--- config.mk ---
export PLATFORM = sky130hd
export DESIGN_NAME = bpe_seq
export DESIGN_NICKNAME = d
export VERILOG_FILES = /design/src/rtl/bpe_pkg.sv /design/src/rtl/bpe_seq.sv
export SDC_FILE = /design/constraint.sdc
export NUM_CORES = 1
export LEC_CHECK = 0
export BUFFER_PORTS_ARGS = -buffer_cell sky130_fd_sc_hd__buf_4
export CAP_MARGIN = 20
export CORE_AREA = 2 2 39 41
export DETAILED_ROUTE_END_ITERATION = 12
export DIE_AREA = 0 0 41 43
export GPL_TIMING_DRIVEN = 0
export SETUP_SLACK_MARGIN = 0.1
export SLEW_MARGIN = 0
export SYNTH_ARGS = -nofsm -noshare
export SYNTH_HDL_FRONTEND = slang
export SYNTH_SLANG_ARGS = --single-unit
--- constraint.sdc ---
create_clock -name clk -period 1.5 [get_ports clk]
set_input_delay 0 -clock clk [delete_from_list [all_inputs] [get_ports clk]]
set_output_delay 0 -clock clk [all_outputs]
set_load 0.02 [all_outputs]
--- src/rtl/bpe_pkg.sv ---
// Shared types and constants for the Bezier point evaluator.
package bpe_pkg;

    localparam int MAX_POINTS_DEF  = 8;
    localparam int COORD_WIDTH_DEF = 16;
    localparam int T_FRAC_BITS_DEF = 16;

    localparam int IDX_W = 3;
    localparam int CNT_W = 4;

    localparam logic ACT_WRITE = 1'b0;
    localparam logic ACT_EVAL  = 1'b1;

    // Strobes from the sequencer to every cell of the row
    typedef struct packed {
        logic load;
        logic mul;
        logic add;
    } cell_ctrl_t;

    // Status from the sequencer to the top level
    typedef struct packed {
        logic busy;
        logic out_load;
    } seq_status_t;

endpackage

--- src/rtl/bpe_seq.sv ---
// Sequencer: steps the cell row through multiply and add phases, one pair per curve level.
module bpe_seq
    import bpe_pkg::*;
#(
    parameter int MAX_POINTS = MAX_POINTS_DEF
)
(
    input  logic             clk,
    input  logic             rst_n,
    input  logic             eval_go,
    input  logic [CNT_W-1:0] point_count,
    input  logic             out_free,
    output cell_ctrl_t       cell_ctrl,
    output seq_status_t      status
);

    localparam int LW = (MAX_POINTS > 2) ? $clog2(MAX_POINTS) : 1;

    typedef enum logic [1:0] {
        S_IDLE,
        S_MUL,
        S_ADD,
        S_DONE
    } state_t;

    state_t          state_reg;
    logic [LW-1:0]   lvl_reg;
    logic [CNT_W:0]  cnt_sat;
    logic [LW-1:0]   levels;

    // clamp the point count to one .. MAX_POINTS
    always_comb
    begin
        priority if (int'(point_count) > MAX_POINTS)
            cnt_sat = (CNT_W+1)'(MAX_POINTS);
        else if (point_count == '0)
            cnt_sat = (CNT_W+1)'(1);
        else
            cnt_sat = {1'b0, point_count};
        levels = LW'(cnt_sat - 1'b1);
    end

    always_ff @(posedge clk or negedge rst_n)
    begin
        if (!rst_n)
        begin
            state_reg <= S_IDLE;
            lvl_reg   <= '0;
        end
        else
        begin
            unique case (state_reg)
                S_IDLE:
                begin
                    if (eval_go)
                    begin
                        lvl_reg   <= levels;
                        state_reg <= (levels == '0) ? S_DONE : S_MUL;
                    end
                end
                S_MUL:
                    state_reg <= S_ADD;
                S_ADD:
                begin
                    lvl_reg   <= lvl_reg - 1'b1;
                    state_reg <= (lvl_reg == LW'(1)) ? S_DONE : S_MUL;
                end
                S_DONE:
                begin
                    if (out_free)
                        state_reg <= S_IDLE;
                end
                default:
                    state_reg <= S_IDLE;
            endcase
        end
    end

    assign cell_ctrl.load  = eval_go;
    assign cell_ctrl.mul   = (state_reg == S_MUL);
    assign cell_ctrl.add   = (state_reg == S_ADD);
    assign status.busy     = (state_reg != S_IDLE);
    assign status.out_load = (state_reg == S_DONE) && out_free;

endmodule

Word-level counts from Yosys, hierarchy flattened:

Cells that the tools add are included.

* bits in registers: 5
* input port bits: 8
* output and inout bits: 5
* logic and storage cells: 28

* add/subtract/negate cells: 2
* order comparisons: 1
* equal/unequal tests: 6
* multiplexer cells: 9
* reduce and logical (&&, ||, !) cells: 8

Operators with widths (count)
* 2-to-1 mux 3 bit: 3
* 2-to-1 mux 2 bit: 4
* case mux 2 bit (4 select lines): 1
* case mux 3 bit (2 select lines): 1
* subtractor 3 x 1 -> 3 bit, second input constant: 2
* equality test 2 bit, second input constant: 2
* > comparator 4 bit, second input constant: 1
* zero test 4 bit: 1
* inequality test 2 bit, second input constant: 2
* AND reduction 2 bit: 2
* nonzero test 2 bit: 2
* equality test 3 x 1 -> 1 bit, second input constant: 1
* zero test 3 bit: 1
* equality test 2 x 1 -> 1 bit, second input constant: 1
* zero test 2 bit: 1
* logical AND 1 bit: 1

Depth between registers and ports, before layout:

* depth in word-level cells: 8
* mapped depth: 6
* depth with buffers taken out: 6

Least setup slack after synthesis:

No wires, ideal clock.

* kind: register to register
* start point: register state_reg[1]
* end point: register lvl_reg[0]
* library setup time: 0.126 ns
* data arrival time: 1.067 ns
* required time: 1.374 ns
* path slack: 0.307 ns
* stages on the path, launching flop included: 4
* buffers on the path: 0
* clock period less this slack: 1.193 ns
* path through: dfrtp_1 -> nor2b_2 -> mux2_4 -> a221o_1

RTL lines
* from (decl): line bpe_seq.sv:26 `state_t state_reg;`
* from (signal assigned): line bpe_seq.sv:58 `state_reg <= (levels == '0) ? S_DONE : S_MUL;`
* from (signal assigned): line bpe_seq.sv:66 `state_reg <= (lvl_reg == LW'(1)) ? S_DONE : S_MUL;`
* to (signal assigned): line bpe_seq.sv:57 `lvl_reg <= levels;`
* to (signal assigned): line bpe_seq.sv:65 `lvl_reg <= lvl_reg - 1'b1;`
* to (decl): line bpe_seq.sv:27 `logic [LW-1:0] lvl_reg;`

==> qor.yml <==
synth.distinct_cells: 25
slew_headroom_pct: 81.8
async_reset_ff_share_pct: 100
route.detailed.drc: 0
cts_htree_levels: 1
skew_ps: 2.33
dp_hpwl_um: 648
fillCellCount: 144
cts_tree: "done"
io_buffers: 12
cp_data_required_time_ps: 1500
dp_slack_ps: 286
status: "complete, no violations"
max_cap_viol_count: 0
grt_pass1_wl_mm: 1.39
layout_setup_ws_ps: 287
power_density_nw_per_um2: 1920
track_usage_pct: 12.2
largest_reg_flops: 3
slew_violations: 0
hold_class: "input pin to flop"
rsz0062_at_grt: "false"
path_common_cell: "buf_4"
clock_latency_ps: 240
path_max_fanout: 10
clock_path_buffers: 2
setup_tns_ps: 0
synth.yosys.seq_area_share_pct: 30.1
multiInputGateArea_um2: 241
crit_path_end_kind: "output pin"
syn_area_per_cell_um2: 9.23
finalCritPeriodShare_pct: 80.9
n_antenna_cell: 0
path_delay_family: "flip-flops"
start_util_pct: 30.0
cp_num_buf_inv: 2
setup_viol: 0
start_kind: "flop"
drt-pass1-iter-count: 4
route.detailed.wl_per_inst_um: 10.6
drive_gt1_share_pct: 40.3
yosysWarningCount: 0
syn_to_final_growth_pct: 35.2
syn_inst: 45
viasPerCell: 4.77
die_h_um: 43
cts_buffers: 3
syn_area_um2: 415
syn_nets: 57
fp-row-count: 14
routabilityCongestion: 0.751
max_stage_delay_ps: 360
overflow: 0
crit_slowest_cell: "dfrtp_1"
synthFlopType: "dfrtp_1"
synth_edf_count: 0
grt_max_degree: 11
vdd_ir_drop_max_mv: 0.519
grt_pass1_vias: 342
crit_chain: "buf_4 > or2_2 > buf_4"
wirelength_um: 827
coreArea_um2: 1380
fin_nets: 75
die_w_um: 41
p_leak_nw: 0.292
cts_root_buf: "clkbuf_4"
yosys_register_bits: 5
tightest_slew_ps: 271
worstSetupPathType: "flop to output pin"
antenna_found_initial: 0
max_freq_ghz: 0.824
initialDrtViolationCount: 3
ff_latch_area_um2: 125
hold_viol: 0
cp_data_arrival_time_ps: 1210
fp.dieArea_um2: 1760
period_needed_ps: 1210
antenna_left: 0
via_count: 372
io_pins: 13
cts_sinks: 5
clkTransAtPathRegs_ps: 40
[through the flow]
stage,utilization (%),cell area (um^2),hold WS [ps],instances,power [mW]
after global placement,38.0,526,-192,73,0.920
after floorplan,-,415,-296,45,0.749
after global routing,40.6,562,67.0,78,1.18
after CTS,40.6,562,51.1,78,1.09
after detailed placement,38.0,526,-192,73,0.928
final,40.6,562,56.5,78,1.08
[cells by family after synthesis]
| kind of cell | synth area share (%) |
|---|---|
| compound gates | 20.5 |
| xor+xnor | 2.11 |
| fa+ha+maj | 12.0 |
| buf+inv | 11.7 |
| flops | 30.1 |
| mux | 3.61 |
| simple gates | 19.9 |
[cell type report]
class                           instances  share of cell area, %
Timing Repair Buffer                   13                   17.8
Multi-Input combinational cell         31                   43.0
Sequential cell                         5                   22.3
Clock buffer                            4                   4.68
Inverter                                6                   4.01
Tap cell                               16                   3.56
Buffer                                  3                   4.68
[worst reg2reg max path, delay by kind of cell (launching register included)]
family	cells	cell delay, ps
AO/OA/AOI/OAI	1	360
buffers and inverters	1	130
flip-flops	1	360
AND/OR/NAND/NOR	1	230
[routing by layer]
layer	vias to the layer above	GRT usage, %	routed length, um
met1	169	15.3	382
met2	13	16.6	383
li1	186	-	-
met4	0	12.0	17
met5	-	0	0
met3	4	1.57	43
[cells in the mapped netlist, types with 2 or more instances]
cell type,number,share of area (%)
ha_1,4,12
nand2b_1,3,4.5
nand2_1,4,3.6
nor2_1,3,2.7
inv_1,6,5.4
buf_4,2,3.6
dfrtp_1,5,30
[path summary, 6_finish.rpt]
path	slack, ps	start	depth (start not counted)	endpoint
max in group asynchronous	1290	rst_n	2	lvl_reg[1]$_DFFE_PN0P_
setup / recovery	290	state_reg[1]$_DFFE_PN0P_	3	status[1]
hold / removal	60	out_free	4	state_reg[0]$_DFFE_PN0P_
setup reg to reg	300	state_reg[0]$_DFFE_PN0P_	3	lvl_reg[2]$_DFFE_PN0P_
min in group asynchronous	100	rst_n	2	lvl_reg[0]$_DFFE_PN0P_
hold reg to reg	600	lvl_reg[2]$_DFFE_PN0P_	2	lvl_reg[2]$_DFFE_PN0P_
[cell usage in the layout (no fill, tap or decap)]
master	Yosys	final
and2b_2	1	1
clkbuf_4	0	3
mux2_4	1	1
a221o_1	1	1
o21ai_0	1	1
nand2b_1	3	3
ha_1	4	4
inv_1	6	6
nor3b_1	1	1
xnor2_1	1	1
dlygate4sd3_1	0	1
buf_6	1	1
or2_2	1	1
o311a_1	1	1
nor2_1	3	3
dfrtp_1	5	5
a32oi_1	1	1
o21bai_1	1	1
nor2b_2	1	1
a31oi_1	1	1
o41ai_2	1	1
nand2_1	4	4
a22o_2	1	1
nor2_2	1	1
a21oi_1	1	1
buf_4	2	14
o22ai_1	1	1
clkbuf_1	0	1
[power by group]
| part | internal (mW) | total, mW | switching [mW] | leakage (nW) |
|---|---|---|---|---|
| combinational | 0.338 | 0.669 | 0.331 | 0.218 |
| sequential | 0.208 | 0.255 | 0.0468 | 0.0582 |
| clock | 0.100 | 0.154 | 0.0539 | 0.0150 |
[what timing repair did]
action	CTS	global route
endpoints found under the setup margin	0	0
hold endpoints to repair	5	0
hold buffers	1	0
setup buffers	0	0
gates resized for setup	0	0
(Power assumes the default switching activity.)
