==> src/rtl/bpe_pkg.sv <==
// Shared types and constants for the Bezier point evaluator.
package bpe_pkg;

    localparam int MAX_POINTS_DEF  = 8;
    localparam int COORD_WIDTH_DEF = 16;
    localparam int T_FRAC_BITS_DEF = 16;

    localparam int IDX_W = 3;
    localparam int CNT_W = 4;

    localparam logic ACT_WRITE = 1'b0;
    localparam logic ACT_EVAL  = 1'b1;

    // Strobes from the sequencer to every cell of the row
    typedef struct packed {
        logic load;
        logic mul;
        logic add;
    } cell_ctrl_t;

    // Status from the sequencer to the top level
    typedef struct packed {
        logic busy;
        logic out_load;
    } seq_status_t;

endpackage

==> src/rtl/bpe_cell.sv <==
// One cell of the de Casteljau row: holds one working point and blends it with its neighbor.
module bpe_cell
    import bpe_pkg::*;
#(
    parameter int COORD_WIDTH = COORD_WIDTH_DEF,
    parameter int T_FRAC_BITS = T_FRAC_BITS_DEF
)
(
    input  logic                                         clk,
    input  cell_ctrl_t                                   ctrl,
    input  logic        [T_FRAC_BITS:0]                  t,
    input  logic signed [COORD_WIDTH-1:0]                load_x,
    input  logic signed [COORD_WIDTH-1:0]                load_y,
    input  logic signed [COORD_WIDTH+T_FRAC_BITS-1:0]    nb_x,
    input  logic signed [COORD_WIDTH+T_FRAC_BITS-1:0]    nb_y,
    output logic signed [COORD_WIDTH+T_FRAC_BITS-1:0]    w_x,
    output logic signed [COORD_WIDTH+T_FRAC_BITS-1:0]    w_y
);

    localparam int VW = COORD_WIDTH + T_FRAC_BITS;
    localparam int PW = VW + T_FRAC_BITS + 3;

    logic signed [VW-1:0]          w_x_reg, w_y_reg;
    logic signed [VW-1:0]          w_x_next, w_y_next;
    logic signed [PW-1:0]          p_x_reg, p_y_reg;
    logic signed [PW-1:0]          p_x_next, p_y_next;
    logic signed [VW:0]            d_x, d_y;
    logic signed [T_FRAC_BITS+1:0] ts;
    logic signed [PW-1:0]          s_x, s_y;

    assign ts = {1'b0, t};

    always_comb
    begin
        d_x      = (VW+1)'(nb_x) - (VW+1)'(w_x_reg);
        d_y      = (VW+1)'(nb_y) - (VW+1)'(w_y_reg);
        p_x_next = d_x * ts;
        p_y_next = d_y * ts;
        // arithmetic shift gives floor of the scaled difference
        s_x      = PW'(w_x_reg) + (p_x_reg >>> T_FRAC_BITS);
        s_y      = PW'(w_y_reg) + (p_y_reg >>> T_FRAC_BITS);
        w_x_next = s_x[VW-1:0];
        w_y_next = s_y[VW-1:0];
    end

    always_ff @(posedge clk)
    begin
        if (ctrl.load)
        begin
            w_x_reg <= {load_x, {T_FRAC_BITS{1'b0}}};
            w_y_reg <= {load_y, {T_FRAC_BITS{1'b0}}};
        end
        else if (ctrl.add)
        begin
            w_x_reg <= w_x_next;
            w_y_reg <= w_y_next;
        end
        if (ctrl.mul)
        begin
            p_x_reg <= p_x_next;
            p_y_reg <= p_y_next;
        end
    end

    assign w_x = w_x_reg;
    assign w_y = w_y_reg;

endmodule

==> config.mk <==
export PLATFORM = sky130hd
export DESIGN_NAME = bpe_cell
export DESIGN_NICKNAME = d
export VERILOG_FILES = /design/src/rtl/bpe_pkg.sv /design/src/rtl/bpe_cell.sv
export SDC_FILE = /design/constraint.sdc
export NUM_CORES = 2
export LEC_CHECK = 0
export ABC_AREA = 1
export BUFFER_PORTS_ARGS = -buffer_cell sky130_fd_sc_hd__buf_2
export CAP_MARGIN = 30
export CORE_ASPECT_RATIO = 0.6
export CORE_UTILIZATION = 49
export CTS_BUF_LIST = sky130_fd_sc_hd__clkbuf_4 sky130_fd_sc_hd__clkbuf_8 sky130_fd_sc_hd__clkbuf_16
export CTS_CLUSTER_SIZE = 24
export DETAILED_ROUTE_END_ITERATION = 10
export PLACE_DENSITY = 0.61
export SLEW_MARGIN = 20
export SYNTH_ARGS = -nofsm -noshare
export SYNTH_HDL_FRONTEND = slang
export SYNTH_SLANG_ARGS = --single-unit
==> constraint.sdc <==
create_clock -name clk -period 14.5 [get_ports clk]
set_input_delay 2.9 -clock clk [delete_from_list [all_inputs] [get_ports clk]]
set_output_delay 2.9 -clock clk [all_outputs]
set_load 0.01 [all_outputs]
After elaboration in Yosys (flattened, before gate mapping)
Cells that the tools add are included.
{"block": "word_totals", "regBits": 160, "in_bits": 117, "word_cells": 17}
{"block": "op_classes", "addsub": 4, "mul": 2, "mux": 4, "reduce_logical": 1}
{"op": "32-bit 2-to-1 mux", "count": 4}
{"op": "33-bit by 18-bit multiplier with 48-bit output", "count": 2}
{"op": "32-bit by 32-bit subtractor with 33-bit output", "count": 2}
{"op": "32-bit adder", "count": 2}
{"op": "2-bit nonzero test", "count": 1}

Longest topological paths before layout
{"block": "depth", "ltp_word": 3, "mapped_depth": 43}

Least setup slack after synthesis
No wires, ideal clock.
{"block": "synth_timing", "path_kind": "input port to flip-flop", "from": "in nb_x[0]", "to": "reg p_x_reg[30] (data pin)", "setup_time_ps": 258, "arrival_time_ps": 9356, "required_time_ps": 14242, "setup_slack_ps": 4886, "stages": 32, "path_buffers": 1, "cell_sequence": "inv_1 -> ha_1 -> fa_1 -> inv_1 -> nand2_1 -> a21oi_2 -> inv_1 -> o21bai_1 -> a21oi_1 -> o21bai_1 -> xor2_1 -> buf_4 -> nor2_1 -> fa_1 -> inv_1 -> fa_1 -> fa_1 -> inv_1 -> fa_1 -> fa_1 -> inv_1 -> fa_1 -> inv_1 -> ha_1 -> nand2_1 -> nor2_1 -> inv_1 -> nor3_1 -> a21oi_1 -> o21bai_1 -> a21oi_1 -> xnor2_1"}
{"block": "synth_between", "elab_chain_cells": 2}
{"element": "start: declaration", "line": "bpe_cell.sv:14", "text": "input logic signed [COORD_WIDTH+T_FRAC_BITS-1:0] nb_x,"}
{"element": "32-bit by 32-bit subtractor with 33-bit output", "line": "bpe_cell.sv:35", "text": "d_x = (VW+1)'(nb_x) - (VW+1)'(w_x_reg);"}
{"element": "33-bit by 18-bit multiplier with 48-bit output", "line": "bpe_cell.sv:37", "text": "p_x_next = d_x * ts;"}
{"element": "via p_x_next[30]", "line": "bpe_cell.sv:26", "text": "logic signed [PW-1:0] p_x_next, p_y_next;"}
{"element": "end signal: assignment", "line": "bpe_cell.sv:60", "text": "p_x_reg <= p_x_next;"}
{"element": "end: declaration", "line": "bpe_cell.sv:25", "text": "logic signed [PW-1:0] p_x_reg, p_y_reg;"}
The timed path passes the listed nets, and every way through them passes these cells.
A chain may end at the register's enable or synchronous reset.

Worst setup path after layout
{"block": "layout_timing", "from": "in nb_x[0]", "to": "reg p_x_reg[26] (data pin)"}
The elaborated chain is that of the path after synthesis.

==> metrics.md <==
| Metric | Value |
|---|---|
| Sink Count | 128 |
| Pin count of the biggest net entering global routing | 58 |
| Relative slew slack | 22.8% |
| Worst EP arrival | 11.66 ns |
| Min-delay src | w_x[12]$_SDFFE_PP0P_ |
| Starting density of the core | 49.5% |
| Fin. Hold Viols | 0 |
| CP max-delay cell | nor3_1 |
| RR Startpoint | w_x[6]$_SDFFE_PP0P_ |
| Area leader, netlist | fa_1 |
| Wire length per cell | 24.0 um |
| Post-synth EDFFs | 96 |
| Post-synth top area share | 41.5% |
| Proportion of synthesized chip area in sequential cells | 7.07% |
| Async S/R FF share, synth | 0% |
| Mapped cell area | 49800 sq um |
| Synth top area cells | fa_1 41%, inv_1 12%, ha_1 8.7% |
| Drt total wl | 189000 um |
| Clk Latency, worst-skew pair | 0.50 ns |
| Synthesis-stage register bit count | 128 |
| Measured slew at the worst slew-check pin | 1.15 ns |
| Port bufs | 180 |
| H-tree depth | 4 |
| R2R Path End | p_x_reg[26]$_DFFE_PP_ |
| Max FO, Critical Path | 12 |
| Root buf cell | clkbuf_16 |
| Post-CTS Hold Fix Bufs | 0 |
| RSZ-0062 raised after global routing | no |
| Total number of vias | 43.7k |
| Die area | 103000 sq um |
| Grt total ovfl | 0 |
| TritonCTS clock tree | built |
| Core area | 101000 sq um |
| Crit share post-route | 79.0% |
| I/O pin cnt | 181 |
| Minimum clock period | 11.46 ns |
| Status | finished clean |
| CP max stage delay | 0.76 ns |
| Worst Path Required | 14.70 ns |
| Fin. max-slew vios | 0 |
| Most used cell, CP | inv_1 |
| Die span in x | 414 um |
| Clk slew on worst S/H paths | 0.07 ns |
| Initial detailed-routing violation count | 4841 |
| Max-cap violation count | 0 |
| First-pass GRT wire length | 280000 um |
| CP Capture Type | flip-flop |
| HP Class | reg -> reg |
| FF-to-FF path depth | 31 |
| Hold worst-path end | w_x[12]$_SDFFE_PP0P_ |
| Post-CTS resize count | 0 |
| Num CTS Buffers | 17 |
| Startpoint types | input pin |
| DRT antenna net count | 0 |
| CP Class | in -> reg |
| Share of post-route cells with drive strength above 1 | 6.78% |
| Num rows | 90 |
| Hold depth | 2 |
| Register Area | 3520 sq um |
| Final Instance Count excl. Fillers | 7843 |
| Setup Fix Bufs, Post-CTS | 0 |
| Reg2Reg Setup Slack | 5.13 ns |
| Synth cell types | 66 |
| Post-Syn Nets | 7911 |
| Vias in the first global route | 43.1k |
| DP HPWL | 158000 um |
| CTS Buffer Depth | 2 |
| Multi-input gate area | 39300 sq um |
| GRT Total Usage | 37.3% |
| Mapped Cells | 6416 |
| Dominant synthesized flop cell | edfxtp_1 |
| First-pass DRT Iterations | 6 |
| FMAX | 0.0873 GHz |
| Synth warnings | 0 |
| Vias per cell | 5.57 |
| # setup viols final | 0 |
| DRC | 0 |
| Crit path max-delay family | adder cells |
| Worst path buffer plus inverter count | 10 |
| Initial antenna violation count | 4 |
| DP Cell Count | 7810 |
| Die height | 249 um |
| Mean Syn Cell Area | 7.77 sq um |
| Fill count | 10.0k |
| Area delta synth->final | 5.87% |
| Fin Setup TNS | 0 ns |
| Final Wtd Congestion | 1.03 |
| Antenna Cells | 0 |
| Skew final | 0.0181 ns |
| Nets@finish | 7991 |
through the flow:
step           utilization, %  setup WS (ns)  hold slack, ns  instance area, sq um
2_1_floorplan               -           4.89           0.526                 49800
3_3_place_gp             51.7           2.59           0.504                 52100
3_5_place_dp             51.8           2.96           0.511                 52100
4_1_cts                  52.4           3.51           0.521                 52700
5_1_grt                  52.4           2.56           0.557                 52800
6_report                 52.4           3.04           0.521                 52800
cell usage after synthesis (12+ instances only):
master,n
a31oi_1,29
fa_1,1032
nand3b_1,13
clkbuf_1,138
nor2_1,841
o22ai_1,23
xnor2_1,45
dfxtp_1,32
o21ai_0,164
nor4_1,19
o21a_1,12
a21oi_1,253
ha_1,346
edfxtp_1,96
nand3_1,191
o21bai_1,26
nand2_2,19
or2_2,64
nand2_1,1076
inv_1,1643
nor3_1,43
a21o_1,28
nor2_2,22
buf_2,26
nand4_1,18
xor2_1,74
worst max-delay path by stage:
stage / depth (start not counted) / start / end
final: 32 / nb_x[0] / p_x_reg[26]$_DFFE_PP_
after global routing: 32 / nb_x[0] / p_x_reg[26]$_DFFE_PP_
after CTS: 35 / nb_y[0] / p_y_reg[47]$_DFFE_PP_
after detailed placement: 35 / nb_y[0] / p_y_reg[47]$_DFFE_PP_
after global placement: 34 / nb_x[6] / p_x_reg[41]$_DFFE_PP_
after floorplan: 32 / nb_x[0] / p_x_reg[30]$_DFFE_PP_
worst register-to-register path: cells and delay by family (launching register included):
family                   cells  cell delay, ns
flip-flops                   1            0.38
AO/OA/AOI/OAI                4            1.14
AND/OR/NAND/NOR             10            2.66
adder cells (fa/ha/maj)      8            3.79
XOR/XNOR                     1            0.57
buffers and inverters        8            0.53
layer usage:
layer  track usage (%)  part of all wire, %  vias up  wire, um
li1                  -                    -    19100         -
met1              61.7                   49    21700     92200
met2              42.2                   33     2623     62400
met3              17.6                   16      180     31000
met4              5.68                  1.6        0      2930
met5                 0                    0        -         0
layout by cell type, fill, tap and decap left out, types with 9 or more instances in the layout:
master	netlist	layout
xnor2_1	45	43
fa_1	1032	1032
nand2_2	19	19
xor2_1	74	73
o22ai_1	23	23
buf_4	7	63
a221oi_1	9	9
nand2_1	1076	1076
a21oi_1	253	253
nor4_1	19	19
o21ai_0	164	164
inv_1	1643	1638
o21a_1	12	12
nand4_1	18	18
nand3_1	191	191
nor2_2	22	23
nand3b_1	13	13
buf_2	26	180
ha_1	346	346
nor2_1	841	840
inv_2	10	14
clkbuf_16	0	19
or2_2	64	64
o21bai_1	26	26
a21boi_0	11	11
dfxtp_1	32	32
a21o_1	28	28
a31oi_1	29	29
edfxtp_1	96	96
nor3_1	43	43
layout make-up:
class / instances / area share [%]
clock buffer: 19 / 0.901
tap: 1334 / 3.16
clock inverter: 13 / 0.242
multi-input combinational: 4441 / 74.4
inverter: 1661 / 11.8
sequential: 128 / 6.68
timing repair buffer: 247 / 2.74
cells by family after synthesis:
family	after synthesis	synth area share, %
simple gates	2335	19.3
buf+inv	1847	14.2
fa+ha+maj	1378	50.2
compound gates	600	6.92
xor+xnor	128	2.41
flops	128	7.07
Power is left out: the tool's default activity adds up to more than one toggle a clock period on the data nets, which glitch-free logic cannot reach.
